$ cat src/rtl/tqa_pkg.sv
// ----------------------------------------------------------------------------
// tqa_pkg
// Shared widths, constants and types of the tower quality average block.
// ----------------------------------------------------------------------------
package tqa_pkg;

  localparam int MAX_CRYSTALS = 32;

  localparam int DATA_W = 32;
  localparam int FRAC_W = 16;
  localparam int THR_W  = 31;
  localparam int CNT_W  = $clog2(MAX_CRYSTALS + 1);
  localparam int SUM_W  = DATA_W + $clog2(MAX_CRYSTALS);
  localparam int PROD_W = THR_W + CNT_W;
  localparam int CMP_W  = ((SUM_W > PROD_W) ? SUM_W : PROD_W) + 1;
  localparam int STEP_W = $clog2(SUM_W + 1);

  localparam int QDEPTH = 2;
  localparam int QPTR_W = $clog2(QDEPTH);
  localparam int QCNT_W = $clog2(QDEPTH + 1);

  localparam logic signed [DATA_W-1:0] FX_TWO   = DATA_W'(2 << FRAC_W);
  localparam logic signed [DATA_W-1:0] FX_THREE = DATA_W'(3 << FRAC_W);
  localparam logic signed [DATA_W-1:0] FX_FIVE  = DATA_W'(5 << FRAC_W);

  // quality codes
  localparam logic [2:0] CODE_LOW        = 3'd0;
  localparam logic [2:0] CODE_HIGH       = 3'd1;
  localparam logic [2:0] CODE_EMPTY      = 3'd2;
  localparam logic [2:0] CODE_MASK_LOW   = 3'd3;
  localparam logic [2:0] CODE_MASK_HIGH  = 3'd4;
  localparam logic [2:0] CODE_MASK_EMPTY = 3'd5;

  // one finished tower, as handed from front to back
  typedef struct packed {
    logic signed [SUM_W-1:0] sum;
    logic [CNT_W-1:0]        count;
    logic                    masked;
    logic [THR_W-1:0]        threshold;
  } tower_rec_t;

endpackage

$ cat src/rtl/tqa_front.sv
// ----------------------------------------------------------------------------
// tqa_front
// Classifies each crystal word and accumulates the running tower totals.
// ----------------------------------------------------------------------------
module tqa_front (
  input  logic                                 clk,
  input  logic                                 rst,
  input  logic                                 take,
  input  logic signed [tqa_pkg::DATA_W-1:0]    crystal_value,
  input  logic                                 last,
  input  logic                                 threshold_we,
  input  logic [tqa_pkg::THR_W-1:0]            threshold_wdata,
  output logic                                 rec_push,
  output tqa_pkg::tower_rec_t                  rec
);
  import tqa_pkg::*;

  logic [THR_W-1:0]        threshold;
  logic signed [SUM_W-1:0] running_sum;
  logic signed [SUM_W-1:0] running_sum_next;
  logic [CNT_W-1:0]        valid_count;
  logic [CNT_W-1:0]        valid_count_next;
  logic                    masked_flag;
  logic                    masked_flag_next;
  logic [CNT_W-1:0]        seen_count;
  logic [CNT_W-1:0]        seen_count_next;
  logic signed [SUM_W-1:0] v_ext;

  assign v_ext = SUM_W'(crystal_value);

  always_comb begin
    running_sum_next = running_sum;
    valid_count_next = valid_count;
    masked_flag_next = masked_flag;
    seen_count_next  = seen_count;
    if (take && (seen_count < CNT_W'(MAX_CRYSTALS))) begin
      seen_count_next = seen_count + 1'b1;
      if (threshold == '0) begin
        running_sum_next = running_sum + v_ext;
        valid_count_next = valid_count + 1'b1;
      end else if ((crystal_value < 0) || (crystal_value == FX_TWO)) begin
        // skipped
      end else if (crystal_value == FX_FIVE) begin
        masked_flag_next = 1'b1;
      end else if (crystal_value > FX_TWO) begin
        masked_flag_next = 1'b1;
        valid_count_next = valid_count + 1'b1;
        running_sum_next = running_sum + v_ext - SUM_W'(FX_THREE);
      end else begin
        valid_count_next = valid_count + 1'b1;
        running_sum_next = running_sum + v_ext;
      end
    end
  end

  assign rec_push      = take && last;
  assign rec.sum       = running_sum_next;
  assign rec.count     = valid_count_next;
  assign rec.masked    = masked_flag_next;
  assign rec.threshold = threshold;

  always_ff @(posedge clk) begin
    if (rst) begin
      threshold <= '0;
    end else if (threshold_we) begin
      threshold <= threshold_wdata;
    end
  end

  always_ff @(posedge clk) begin
    if (rst) begin
      running_sum <= '0;
      valid_count <= '0;
      masked_flag <= 1'b0;
      seen_count  <= '0;
    end else if (take) begin
      if (last) begin
        running_sum <= '0;
        valid_count <= '0;
        masked_flag <= 1'b0;
        seen_count  <= '0;
      end else begin
        running_sum <= running_sum_next;
        valid_count <= valid_count_next;
        masked_flag <= masked_flag_next;
        seen_count  <= seen_count_next;
      end
    end
  end

endmodule

$ cat src/rtl/tqa_queue.sv
// ----------------------------------------------------------------------------
// tqa_queue
// Short queue of finished tower records between front and back.
// ----------------------------------------------------------------------------
module tqa_queue (
  input  logic                clk,
  input  logic                rst,
  input  logic                push,
  input  tqa_pkg::tower_rec_t wdata,
  input  logic                pop,
  output logic                full,
  output logic                empty,
  output tqa_pkg::tower_rec_t rdata
);
  import tqa_pkg::*;

  tower_rec_t        slots [QDEPTH];
  logic [QPTR_W-1:0] wr_ptr;
  logic [QPTR_W-1:0] rd_ptr;
  logic [QCNT_W-1:0] fill;
  logic              do_push;
  logic              do_pop;

  assign full    = (fill == QCNT_W'(QDEPTH));
  assign empty   = (fill == '0);
  assign do_push = push && !full;
  assign do_pop  = pop && !empty;
  assign rdata   = slots[rd_ptr];

  always_ff @(posedge clk) begin
    if (do_push) begin
      slots[wr_ptr] <= wdata;
    end
  end

  always_ff @(posedge clk) begin
    if (rst) begin
      wr_ptr <= '0;
      rd_ptr <= '0;
      fill   <= '0;
    end else begin
      if (do_push) begin
        wr_ptr <= (wr_ptr == QPTR_W'(QDEPTH - 1)) ? '0 : wr_ptr + 1'b1;
      end
      if (do_pop) begin
        rd_ptr <= (rd_ptr == QPTR_W'(QDEPTH - 1)) ? '0 : rd_ptr + 1'b1;
      end
      case ({do_push, do_pop})
        2'b10:   fill <= fill + 1'b1;
        2'b01:   fill <= fill - 1'b1;
        default: fill <= fill;
      endcase
    end
  end

endmodule

$ cat src/rtl/tqa_back.sv
// ----------------------------------------------------------------------------
// tqa_back
// Turns one tower record into the tower word: serial mean divider or
// threshold compare, then holds the word until it is popped.
// ----------------------------------------------------------------------------
module tqa_back (
  input  logic                              clk,
  input  logic                              rst,
  input  logic                              rec_valid,
  input  tqa_pkg::tower_rec_t               rec,
  output logic                              rec_pop,
  input  logic                              pop,
  output logic                              empty,
  output logic signed [tqa_pkg::DATA_W-1:0] tower_value
);
  import tqa_pkg::*;

  typedef enum logic [4:0] {
    S_IDLE = 5'b00001,
    S_DIV  = 5'b00010,
    S_FIN  = 5'b00100,
    S_CMP  = 5'b01000,
    S_OUT  = 5'b10000
  } state_t;

  state_t                  state;
  logic signed [SUM_W-1:0] sum;
  logic [CNT_W-1:0]        divisor;
  logic                    masked;
  logic                    neg;
  logic [SUM_W-1:0]        dvd;
  logic [CNT_W-1:0]        rem;
  logic [STEP_W-1:0]       step;
  logic [PROD_W-1:0]       prod;
  logic [CNT_W:0]          trial;
  logic                    qbit;
  logic [DATA_W-1:0]       quot;
  logic                    below;
  logic [2:0]              code;

  assign rec_pop = (state == S_IDLE) && rec_valid;
  assign empty   = (state != S_OUT);

  assign trial = {rem, dvd[SUM_W-1]};
  assign qbit  = (trial >= {1'b0, divisor});
  assign quot  = dvd[DATA_W-1:0];
  assign below = $signed(CMP_W'(sum)) < $signed(CMP_W'(prod));

  always_comb begin
    if (masked) begin
      code = below ? CODE_MASK_LOW : CODE_MASK_HIGH;
    end else begin
      code = below ? CODE_LOW : CODE_HIGH;
    end
  end

  always_ff @(posedge clk) begin
    if (rst) begin
      state <= S_IDLE;
    end else begin
      unique case (state)
        S_IDLE: begin
          if (rec_valid) begin
            sum     <= rec.sum;
            divisor <= rec.count;
            masked  <= rec.masked;
            neg     <= rec.sum[SUM_W-1];
            dvd     <= rec.sum[SUM_W-1] ? SUM_W'(-rec.sum) : SUM_W'(rec.sum);
            rem     <= '0;
            step    <= '0;
            prod    <= PROD_W'(rec.threshold) * PROD_W'(rec.count);
            if (rec.count == '0) begin
              if (rec.threshold == '0) begin
                tower_value <= '0;
              end else if (rec.masked) begin
                tower_value <= DATA_W'(CODE_MASK_EMPTY) << FRAC_W;
              end else begin
                tower_value <= DATA_W'(CODE_EMPTY) << FRAC_W;
              end
              state <= S_OUT;
            end else if (rec.threshold == '0) begin
              state <= S_DIV;
            end else begin
              state <= S_CMP;
            end
          end
        end
        S_DIV: begin
          rem  <= qbit ? CNT_W'(trial - {1'b0, divisor}) : CNT_W'(trial);
          dvd  <= {dvd[SUM_W-2:0], qbit};
          step <= step + 1'b1;
          if (step == STEP_W'(SUM_W - 1)) begin
            state <= S_FIN;
          end
        end
        S_FIN: begin
          tower_value <= neg ? -quot : quot;
          state       <= S_OUT;
        end
        S_CMP: begin
          tower_value <= DATA_W'(code) << FRAC_W;
          state       <= S_OUT;
        end
        S_OUT: begin
          if (pop) begin
            state <= S_IDLE;
          end
        end
        default: state <= S_IDLE;
      endcase
    end
  end

endmodule

$ cat src/rtl/tower_quality_average.sv
// ----------------------------------------------------------------------------
// tower_quality_average
// Reduces a stream of Q16.16 crystal words to one word per tower.
// ----------------------------------------------------------------------------
// Crystal words are taken one per clock while full is low; full rises only
// when two finished towers are already waiting in the queue behind the
// accumulator. Each tower is finished in the back end: a quality code is
// set in a compare state, a plain mean is divided one quotient bit per cycle
// over the 37-bit sum, then sign-fixed; an empty tower skips both. The tower
// word then sits on tower_value until popped. Writing threshold as zero
// selects plain averaging; any other value selects quality codes.
module tower_quality_average (
  input  logic                              clk,
  input  logic                              rst,
  input  logic                              push,
  output logic                              full,
  input  logic signed [tqa_pkg::DATA_W-1:0] crystal_value,
  input  logic                              last,
  input  logic                              threshold_we,
  input  logic [tqa_pkg::THR_W-1:0]         threshold,
  output logic                              empty,
  input  logic                              pop,
  output logic signed [tqa_pkg::DATA_W-1:0] tower_value
);
  import tqa_pkg::*;

  tower_rec_t in_rec;
  tower_rec_t out_rec;
  logic       take;
  logic       rec_push;
  logic       rec_pop;
  logic       q_empty;

  assign take = push && !full;

  tqa_front u_front (
    .clk             (clk),
    .rst             (rst),
    .take            (take),
    .crystal_value   (crystal_value),
    .last            (last),
    .threshold_we    (threshold_we),
    .threshold_wdata (threshold),
    .rec_push        (rec_push),
    .rec             (in_rec)
  );

  tqa_queue u_queue (
    .clk   (clk),
    .rst   (rst),
    .push  (rec_push),
    .wdata (in_rec),
    .pop   (rec_pop),
    .full  (full),
    .empty (q_empty),
    .rdata (out_rec)
  );

  tqa_back u_back (
    .clk         (clk),
    .rst         (rst),
    .rec_valid   (!q_empty),
    .rec         (out_rec),
    .rec_pop     (rec_pop),
    .pop         (pop),
    .empty       (empty),
    .tower_value (tower_value)
  );

endmodule

$ cat config.mk
export PLATFORM = sky130hd
export DESIGN_NAME = tower_quality_average
export DESIGN_NICKNAME = d
export VERILOG_FILES = /design/src/rtl/tqa_pkg.sv /design/src/rtl/tqa_front.sv /design/src/rtl/tqa_queue.sv /design/src/rtl/tqa_back.sv /design/src/rtl/tower_quality_average.sv
export SDC_FILE = /design/constraint.sdc
export NUM_CORES = 1
export LEC_CHECK = 0
export ABC_CLOCK_PERIOD_IN_PS = 8300
export BUFFER_PORTS_ARGS = -buffer_cell sky130_fd_sc_hd__buf_2
export CAP_MARGIN = 10
export CORE_ASPECT_RATIO = 0.6
export CORE_UTILIZATION = 30
export DETAILED_ROUTE_END_ITERATION = 8
export HOLD_SLACK_MARGIN = 0.06
export PLACE_DENSITY = 0.46
export SYNTH_ARGS = -nofsm -noshare
export SYNTH_HDL_FRONTEND = slang
export SYNTH_SLANG_ARGS = --single-unit
export TNS_END_PERCENT = 5
$ cat constraint.sdc
create_clock -name clk -period 8.3 [get_ports clk]
set_input_delay 0.415 -clock clk [delete_from_list [all_inputs] [get_ports clk]]
set_output_delay 0.415 -clock clk [all_outputs]
set_load 0.01 [all_outputs]
# Word level (Yosys, flattened, before mapping)
# Memories as Yosys holds them, arrays and structs flattened. A register that Yosys moved wholly into a read port is not among the register bits.
# Cells that the tools add are included.
totals:
  in_bits: 69
  word_cells: 126
  out_inout_bits: 34
  ff_bits: 253
  ramBits: 150
  mem_count: 1
classes:
  n_addsub: 12
  n_eq_ne: 16
  magnitude_cmp: 5
  n_mux: 48
  reduce_logical: 23
  n_bitwise: 2
  mul: 1
mem_list:
  columns: ["memory", "depth", "word_bits", "read_ports", "rd_clocked_by_memory_dff", "write_ports", "line", "source"]
  rows:
  - ["u_queue.slots", 2, 75, 1, 1, 1, "tqa_queue.sv:17", "tower_rec_t slots [QDEPTH];"]
ops:
  columns: ["operator", "count"]
  rows:
  - ["$mux W37", 8]
  - ["$mux W32", 4]
  - ["$pmux W32 S3", 1]
  - ["$pmux W37 S2", 1]
  - ["$logic_not A31 Y1", 2]
  - ["$mux W6", 9]
  - ["$lt A37 B38 Y1", 1]
  - ["$add A37 B32 Y37", 1]
  - ["$mul A31 B6 Y37", 1]
  - ["$neg A37 Y37", 1]
  - ["$sub A37 B19 Y37 const B", 1]
  - ["$eq A32 B19 Y1 const B", 1]
  - ["$eq A32 B20 Y1 const B", 1]
  - ["$gt A32 B19 Y1 const B", 1]
  - ["$lt A32 B1 Y1 const B", 1]
  - ["$neg A32 Y32", 1]
  - ["$pmux W6 S2", 2]
  - ["$mux W5", 4]
  - ["$pmux W5 S4", 1]
  - ["$mux W19", 1]
  - ["$add A6 B1 Y6 const B", 3]
  - ["$mux W1", 13]
  - ["$reduce_and A3 Y1", 3]
  - ["$ge A7 B6 Y1", 1]
  - ["other kinds (30)", 44]

# Logic depth before layout (Yosys ltp)
# Gate-level depths: netlist of run 1.
logic_depth:
  word_depth: 8
  mapped_depth: 28
  depth_no_buf: 21

# Modules after synthesis
# From an unflattened synthesis of run 1, not the netlist that was laid out.
hier_totals:
  cells_unflattened: 2623
  area_unflattened_um2: 26999.6
modules_own_cells:
  columns: ["mod", "n_inst", "area_each_um2", "seq_area_each_um2", "cells_each"]
  rows:
  - ["tqa_back", 1, 14554.0, 4964.8, 1460]
  - ["tqa_front", 1, 6815.3, 1621.6, 902]
  - ["tqa_queue", 1, 5612.9, 4604.4, 259]
  - ["tower_quality_average", 1, 17.5, 0.0, 2]

# Worst setup path after synthesis of run 1
# OpenSTA, ideal clock, no wires.
synth_timing:
  path_kind: "flip-flop to flip-flop"
  from: "register (tool-made name)"
  to: "register u_back.prod[35] (data pin)"
  required_time_ps: 8036
  n_path_buf: 7
  arrival_ps: 7294
  stages_incl_launch_ff: 27
  setup_time_ps: 264
  slack_ps: 743
  synth_period_minus_slack_ps: 7557
  path_cell_list: "dfxtp_1 -> buf_2 -> clkbuf_1 -> buf_1 -> buf_2 -> buf_2 -> buf_2 -> mux2i_1 -> clkinv_1 -> clkbuf_1 -> nand2_1 -> fa_1 -> fa_1 -> fa_1 -> inv_1 -> ha_1 -> a21o_1 -> a21oi_1 -> o21bai_1 -> a2111oi_0 -> o31a_1 -> o21ai_1 -> a41oi_1 -> a211oi_1 -> o311ai_1 -> a31oi_1 -> xor2_1"
synth_rtl:
  columns: ["item", "line", "source"]
  rows:
  - ["to (signal assigned)", "tqa_back.sv:71", "prod <= PROD_W'(rec.threshold) * PROD_W'(rec.count);"]
  - ["to (decl)", "tqa_back.sv:34", "logic [PROD_W-1:0] prod;"]

==> metrics.yaml, run 1 <==
yosys:
  async_flop_share: 0
  yosysWarnings: 0
  yosysTopAreaCellShare: 0.3611
  synthTopCellsByCount: "312 x edfxtp_1, 301 x nand2_1, 243 x nor2_1, 218 x inv_1, 132 x ha_1"
  synth_top_family_by_area: "adder cells"
  synth.avg_cell_area_um2: 10.23
  synth_fp_nets: 2856
  yosys.cell_types.count: 86
  synth_cells: 2536
  synth_compound_area_frac: 0.1294
  yosys.area_share.adder: 0.1555
  synth_xor_xnor_area_share: 0.04624
  synth_ff_type: "edfxtp_1"
  synth.area.mux_share: 0.05092
  synth-simple-area-share: 0.1398
  synth.most_common_cell: "edfxtp_1"
  synth_edf_count: 312
  synth_area_um2: 25950
  netlist_top_cells_area: "edfxtp_1 36%, fa_1 9.2%, dfxtp_1 7.0%"
  yosys.area.top_type: "edfxtp_1"
  synth-seq-cells: 403
  ys_seq_area_frac: 0.4313
timing:
  min_period_ns: 7.186
  rsz0062_at_grt: "false"
  fin_crit_sh: 0.8658
  max_freq_mhz: 139.2
  setup_violations: 0
  skew_ns: 0.02289
  worst_slew_pin_slew_ns: 1.129
  slew_headroom: 0.2449
  maxSlewViolCount: 0
  finalHoldViolations: 0
  setup-tns-final_ns: 0
floorplan:
  core_um2: 85570
  io_pins: 103
  die_x_um: 381.7
  die-height_um: 229.8
  initial_core_util: 0.3032
  die-area_um2: 87710
  rows: 83
detailed_routing:
  ant_nets: 0
  wire_per_inst_um: 19.46
  viasPerCell: 5.005
  finalWirelength_um: 74470
  drcViolationCount: 0
  vias: 19160
  first_pass_iters: 5
  initialDrtViolationCount: 1534
global_route:
  antenna_found_initial: 3
  grt_pass1_wl_um: 114600
  grt_max_degree: 66
  track_usage: 0.1699
  first_global_vias: 18900
  grt_overflow: 0
worst_setup_path:
  reg2reg_slack_ns: 1.11
  r2r_cells: 19
  path_max_fanout: 18
  crit_path_start_kind: "flip-flop"
  critPathArrivalTime_ns: 7.52
  crit_path_end_kind: "flip-flop"
  worst-setup-path-type: "reg2reg"
  rr_endpoint: "u_back.prod[35]$_DFFE_PP_"
  required_ns: 8.64
  endpoint: "u_back.prod[35]$_DFFE_PP_"
cts:
  cts_resized: 0
  cts_tree: "built"
  clock_latency_ns: 0.60
  numCtsBuffers: 43
  cts-root-buf: "clkbuf_16"
  cts_sinks: 403
  clk_pin_slew_worst_paths_ns: 0.07
  clockBufferDepth: 3
  h-tree-depth: 2
  cts_setup_buffers: 0
power:
  p_per_area_nw_per_um2: 435.5
  power_leakage_nw: 12.07
  ir_drop_mv: 0.2987
placed_design:
  portBuffers: 102
  dp_hpwl_um: 58040
  dpl_cell_area_um2: 27770
  gp_congestion: 0.8594
flow_run:
  cap_violations: 0
finish:
  syn2layout_area_growth_pct: 14.07
  layout-drive-gt1-share: 0.1128
  final_area_um2: 29600
  finalNetCount: 2963
worst_hold_path:
  hp-class: "in2reg"
run_status:
  outcome: "complete, no violations"
[repair_timing]
item | CTS | global route
endpoints found under the setup margin | 0 | 0
hold buffers | 30 | 0
endpoints found under the hold margin | 30 | 0
[kinds of logic after synthesis]
family,count (synthesis)
AO/OA/AOI/OAI,505
multiplexers,125
buffers and inverters,318
XOR/XNOR,137
adder cells (fa/ha/maj),251
AND/OR/NAND/NOR,797
flip-flops,403
[metrics by stage]
| step | setup slack [ns] | total power [W] | hold WS, ns | util | std cells |
|---|---|---|---|---|---|
| after detailed placement | 1.130 | 0.01083 | 0.4763 | 0.3246 | 3715 |
| after global routing | 0.5182 | 0.01410 | 0.08601 | 0.3459 | 3826 |
| after floorplan | 0.7427 | 0.008768 | 0.4471 | - | 2536 |
| final | 1.114 | 0.01289 | 0.09129 | 0.3459 | 3827 |
| after global placement | 1.257 | 0.01076 | 0.4702 | 0.3246 | 3715 |
| after CTS | 1.084 | 0.01301 | 0.06017 | 0.3458 | 3825 |
[power breakdown]
group	switching (W)	internal [W]	total, W
Combinational	0.00460	0.00301	0.00762
Sequential	0.000231	0.00296	0.00319
Clock	0.000849	0.00123	0.00208
Total	0.00568	0.00721	0.0129
[registers in the layout, indices dropped and copies added (netlist names), 2 cells and up, named ones only]
signal,count
u_back.step,6
u_back.state,5
u_back.divisor,6
u_queue.fill,2
u_front.threshold,31
u_queue.slots,150
u_back.prod,37
u_front.seen_count,6
u_back.tower_value,32
u_back.sum,36
u_front.running_sum,37
u_back.dvd,37
u_front.valid_count,6
u_back.rem,6
[worst min path at each step]
stage / startpoint / end / cells after the start
2_1_floorplan: u_front.threshold[0]$_SDFFE_PP0P_ / u_queue.slots[0][0]$_DFFE_PP_ / 0
3_3_place_gp: u_front.threshold[11]$_SDFFE_PP0P_ / u_queue.slots[1][11]$_DFFE_PP_ / 0
3_5_place_dp: u_front.running_sum[32]$_SDFFE_PP0P_ / u_front.running_sum[32]$_SDFFE_PP0P_ / 2
4_1_cts: threshold[19] / u_front.threshold[19]$_SDFFE_PP0P_ / 3
5_1_grt: threshold[19] / u_front.threshold[19]$_SDFFE_PP0P_ / 3
6_report: threshold[19] / u_front.threshold[19]$_SDFFE_PP0P_ / 3
[cell type report]
class | count | area [µm²]
antenna | 2 | 5.005
clock buffer | 65 | 1323
clock inverter | 15 | 196.4
fill | 8695 | 55970
inverter | 221 | 829.5
multi-input combinational | 1815 | 13600
sequential | 403 | 11190
tap | 1147 | 1435
timing repair buffer | 159 | 1016
[placed cells by master, fill, tap and decap left out, types with 30 or more instances in the layout]
cell type      instances
a21oi_1              126
inv_1                218
o21ai_0              118
xor2_1                72
nand2_1              301
nor3_1                37
clkbuf_16             46
buf_2                101
xnor2_1               65
nand3_1               30
nor2_1               241
a21o_1                58
edfxtp_1             312
ha_1                 132
dfxtp_1               90
a22oi_1               34
mux2i_1               71
fa_1                 119
dlygate4sd3_1         30
and2_1                33
mux2_2                52
[critical path, cell delays in order (launching register included)]
cell and delay (ns):
dfxtp_4 0.51, mux2i_1 0.62, clkinv_1 0.27, nand2_1 0.14
fa_1 0.46, fa_1 0.53, fa_1 0.55, inv_1 0.04
ha_1 0.34, a21o_1 0.17, a21oi_1 0.27, o21bai_1 0.12
a2111oi_0 0.87, o31a_1 0.33, o21ai_1 0.13, a41oi_1 0.39
a211oi_1 0.18, o311ai_1 0.62, a31oi_1 0.20, xor2_1 0.17
[metal layers]
layer,vias up,track usage,part of all wire
met3,64,0.03689,0.080
met5,-,0,0
met1,9420,0.2791,0.54
met4,0,0.03350,0.015
met2,504,0.2189,0.37
li1,9168,-,-
Note: power is estimated with default switching activity, not from simulation.
==> inputs of run 2 (changes only) <==
ABC_CLOCK_PERIOD_IN_PS = 6700   (was 8300)
clock period = 6.7 ns   (was 8.3 ns; I/O delays follow)
==> run 2 against run 1 <==
  * Sequential power is 24% higher
  * Clock skew decreased by 0.0029 ns
  * Combinational power up 25%
  * Power grew 23%
  * Wire length is 0.36% lower
  * Critical path type unchanged
  * Largest cell class unchanged
  * Largest power group unchanged
==> metrics.yaml, run 2 (synthesis gave the netlist of run 1 again) <==
power:
  p_clk_frac: 0.151  # was 0.161
  p_int_w: 0.008883  # was 0.007206 W
  power_w: 0.01591  # was 0.01289 W
  ir_drop_mv: 0.3705  # was 0.2987 mV
  p_comb_frac: 0.600  # was 0.591
  netSwitchingPower_w: 0.007030  # was 0.005684 W
  switching_share: 0.4418  # was 0.4410
  power_leakage_nw: 12.03  # was 12.07 nW
  p_seq_frac: 0.248  # about the same
  p_per_area_nw_per_um2: 538.3  # was 435.5 nW/µm²
floorplan:
  core_um2: 85570  # unchanged
  die_x_um: 381.7  # unchanged
  die-area_um2: 87710  # unchanged
  io_pins: 103  # unchanged
  rows: 83  # unchanged
  initial_core_util: 0.3032  # unchanged
  die-height_um: 229.8  # unchanged
placed_design:
  dpl_cell_area_um2: 27870  # was 27770 µm²
  place_ws_ns: 0.2424  # was 1.130 ns
  portBuffers: 102  # unchanged
  dp_hpwl_um: 57780  # was 58040 µm
  dp_cells: 3723  # was 3715
  gp_congestion: 0.8514  # was 0.8594
finish:
  largest_reg_flops: 150  # unchanged
  fill_cells: 8690  # was 8695
  layout_common_cells: "312 x edfxtp_1, 301 x nand2_1, 241 x nor2_1"  # unchanged
  largest_register: "u_queue.slots"  # unchanged
  seqCellArea_um2: 11190  # unchanged
  stdcell_count: 3827  # unchanged
  final_common_cell: "edfxtp_1"  # unchanged
  final_area_um2: 29560  # was 29600 µm²
  multi_input_area_um2: 13640  # was 13600 µm²
  layout-drive-gt1-share: 0.1127  # was 0.1128
  syn2layout_area_growth_pct: 13.93  # was 14.07%
  diodes: 0  # was 2
  finalNetCount: 2969  # was 2963
timing:
  rsz0062_at_grt: "false"  # unchanged
  setup_violations: 0  # unchanged
  finalHoldViolations: 0  # unchanged
  skew_ns: 0.02002  # was 0.02289 ns
  min_period_ns: 6.216  # was 7.186 ns
  worst_slew_pin_slew_ns: 1.114  # was 1.129 ns
  slew_headroom: 0.2507  # was 0.2449
  max_freq_mhz: 160.9  # was 139.2 MHz
  setup-tns-final_ns: 0  # unchanged
  worst_slack_ns: 0.4840  # was 1.114 ns
  fin_crit_sh: 0.9278  # was 0.8658
  maxSlewViolCount: 0  # unchanged
worst_setup_path:
  required_ns: 7.02  # was 8.64 ns
  path_max_fanout: 29  # was 18
  endpoint: "u_back.prod[35]$_DFFE_PP_"  # unchanged
  crit_path_start_kind: "flip-flop"  # unchanged
  worst-setup-path-type: "reg2reg"  # unchanged
  r2r_cells: 23  # was 19
  crit_path_end_kind: "flip-flop"  # unchanged
  critPathArrivalTime_ns: 6.53  # was 7.52 ns
  rr_endpoint: "u_back.prod[35]$_DFFE_PP_"  # unchanged
  reg2reg_slack_ns: 0.48  # was 1.11 ns
global_route:
  track_usage: 0.1676  # was 0.1699
  grt_overflow: 0  # unchanged
  grt_max_degree: 69  # was 66
  first_global_vias: 18990  # was 18900
  grt_pass1_wl_um: 113900  # was 114600 µm
  antenna_found_initial: 8  # was 3
cts:
  cts_sinks: 403  # unchanged
  h-tree-depth: 2  # unchanged
  clk_pin_slew_worst_paths_ns: 0.07  # about the same
  numCtsBuffers: 40  # was 43
  cts_setup_buffers: 0  # unchanged
  clockBufferDepth: 3  # unchanged
  cts_tree: "built"  # unchanged
  cts-root-buf: "clkbuf_16"  # unchanged
  clock_latency_ns: 0.57  # was 0.60 ns
detailed_routing:
  first_pass_iters: 5  # unchanged
  viasPerCell: 5.035  # was 5.005
  drcViolationCount: 0  # unchanged
  initialDrtViolationCount: 1589  # was 1534
  ant_nets: 0  # unchanged
  vias: 19270  # was 19160
  wire_per_inst_um: 19.39  # was 19.46 µm
  finalWirelength_um: 74200  # was 74470 µm
worst_hold_path:
  hp-class: "in2reg"  # unchanged
run_status:
  outcome: "complete, no violations"  # unchanged
flow_run:
  cap_violations: 0  # unchanged
-- run 2: stage by stage --
| stage | hold WS, ns | util |
|---|---|---|
| after global routing | 0.1548 | 0.3455 |
| after floorplan | 0.4471 | - |
| after detailed placement | 0.4787 | 0.3257 |
| after CTS | 0.1115 | 0.3452 |
| final | 0.1506 | 0.3455 |
| after global placement | 0.4744 | 0.3257 |
-- run 2: what timing repair did --
item | 4_1_cts | 5_1_grt
resized for setup | 0 | 4
hold buffers | 31 | 0
endpoints found under the setup margin | 0 | 5
hold endpoints to repair | 31 | 0
-- run 2: power by group through the flow --
stage          Clock (W)  Sequential (W)  Combinational (W)
6_report         0.00241         0.00395            0.00956
5_1_grt          0.00258         0.00399             0.0109
4_1_cts          0.00248         0.00395            0.00957
3_5_place_dp           0         0.00400            0.00946
3_3_place_gp           0         0.00399            0.00942
2_1_floorplan          0         0.00390            0.00700
-- run 2: worst min path at each step --
stage	cells after the start	from	endpoint	slack (ns)
5_1_grt	4	pop	u_back.state[4]$_SDFFE_PP0P_	0.15
2_1_floorplan	0	u_front.threshold[0]$_SDFFE_PP0P_	u_queue.slots[0][0]$_DFFE_PP_	0.45
4_1_cts	4	pop	u_back.state[4]$_SDFFE_PP0P_	0.11
3_5_place_dp	0	u_front.threshold[11]$_SDFFE_PP0P_	u_queue.slots[0][11]$_DFFE_PP_	0.48
6_report	4	pop	u_back.state[4]$_SDFFE_PP0P_	0.15
3_3_place_gp	0	u_front.threshold[9]$_SDFFE_PP0P_	u_queue.slots[1][9]$_DFFE_PP_	0.47
-- run 2: cell type report --
type	instances	area share
clock inverter	18	0.008423
clock buffer	55	0.03750
multi-input combinational	1815	0.4615
timing repair buffer	168	0.03729
tap	1147	0.04855
sequential	403	0.3787
inverter	221	0.02810
-- run 2: critical path: stages (launching register included) --
cell       delay [ns]
dfxtp_4          0.54
mux2i_1          0.22
inv_1            0.13
buf_6            0.27
nand2_1          0.12
fa_1             0.51
inv_1            0.04
ha_1             0.26
inv_1            0.05
fa_1             0.53
inv_1            0.07
fa_1             0.47
a21o_1           0.21
a21oi_1          0.24
o21bai_1         0.16
a2111oi_4        0.45
o31a_1           0.28
o21ai_1          0.14
a41oi_1          0.23
buf_4            0.15
a211oi_1         0.09
o311ai_2         0.46
a31oi_1          0.17
xor2_1           0.16
-- run 2: metal layers --
metal  up-vias  GRT usage  wire (µm)
li1       9190          -          -
met1      9581     0.2755      40300
met2       445     0.2182      27600
met3        53    0.03792       5500
met4         0    0.02463        803
met5         -          0          0
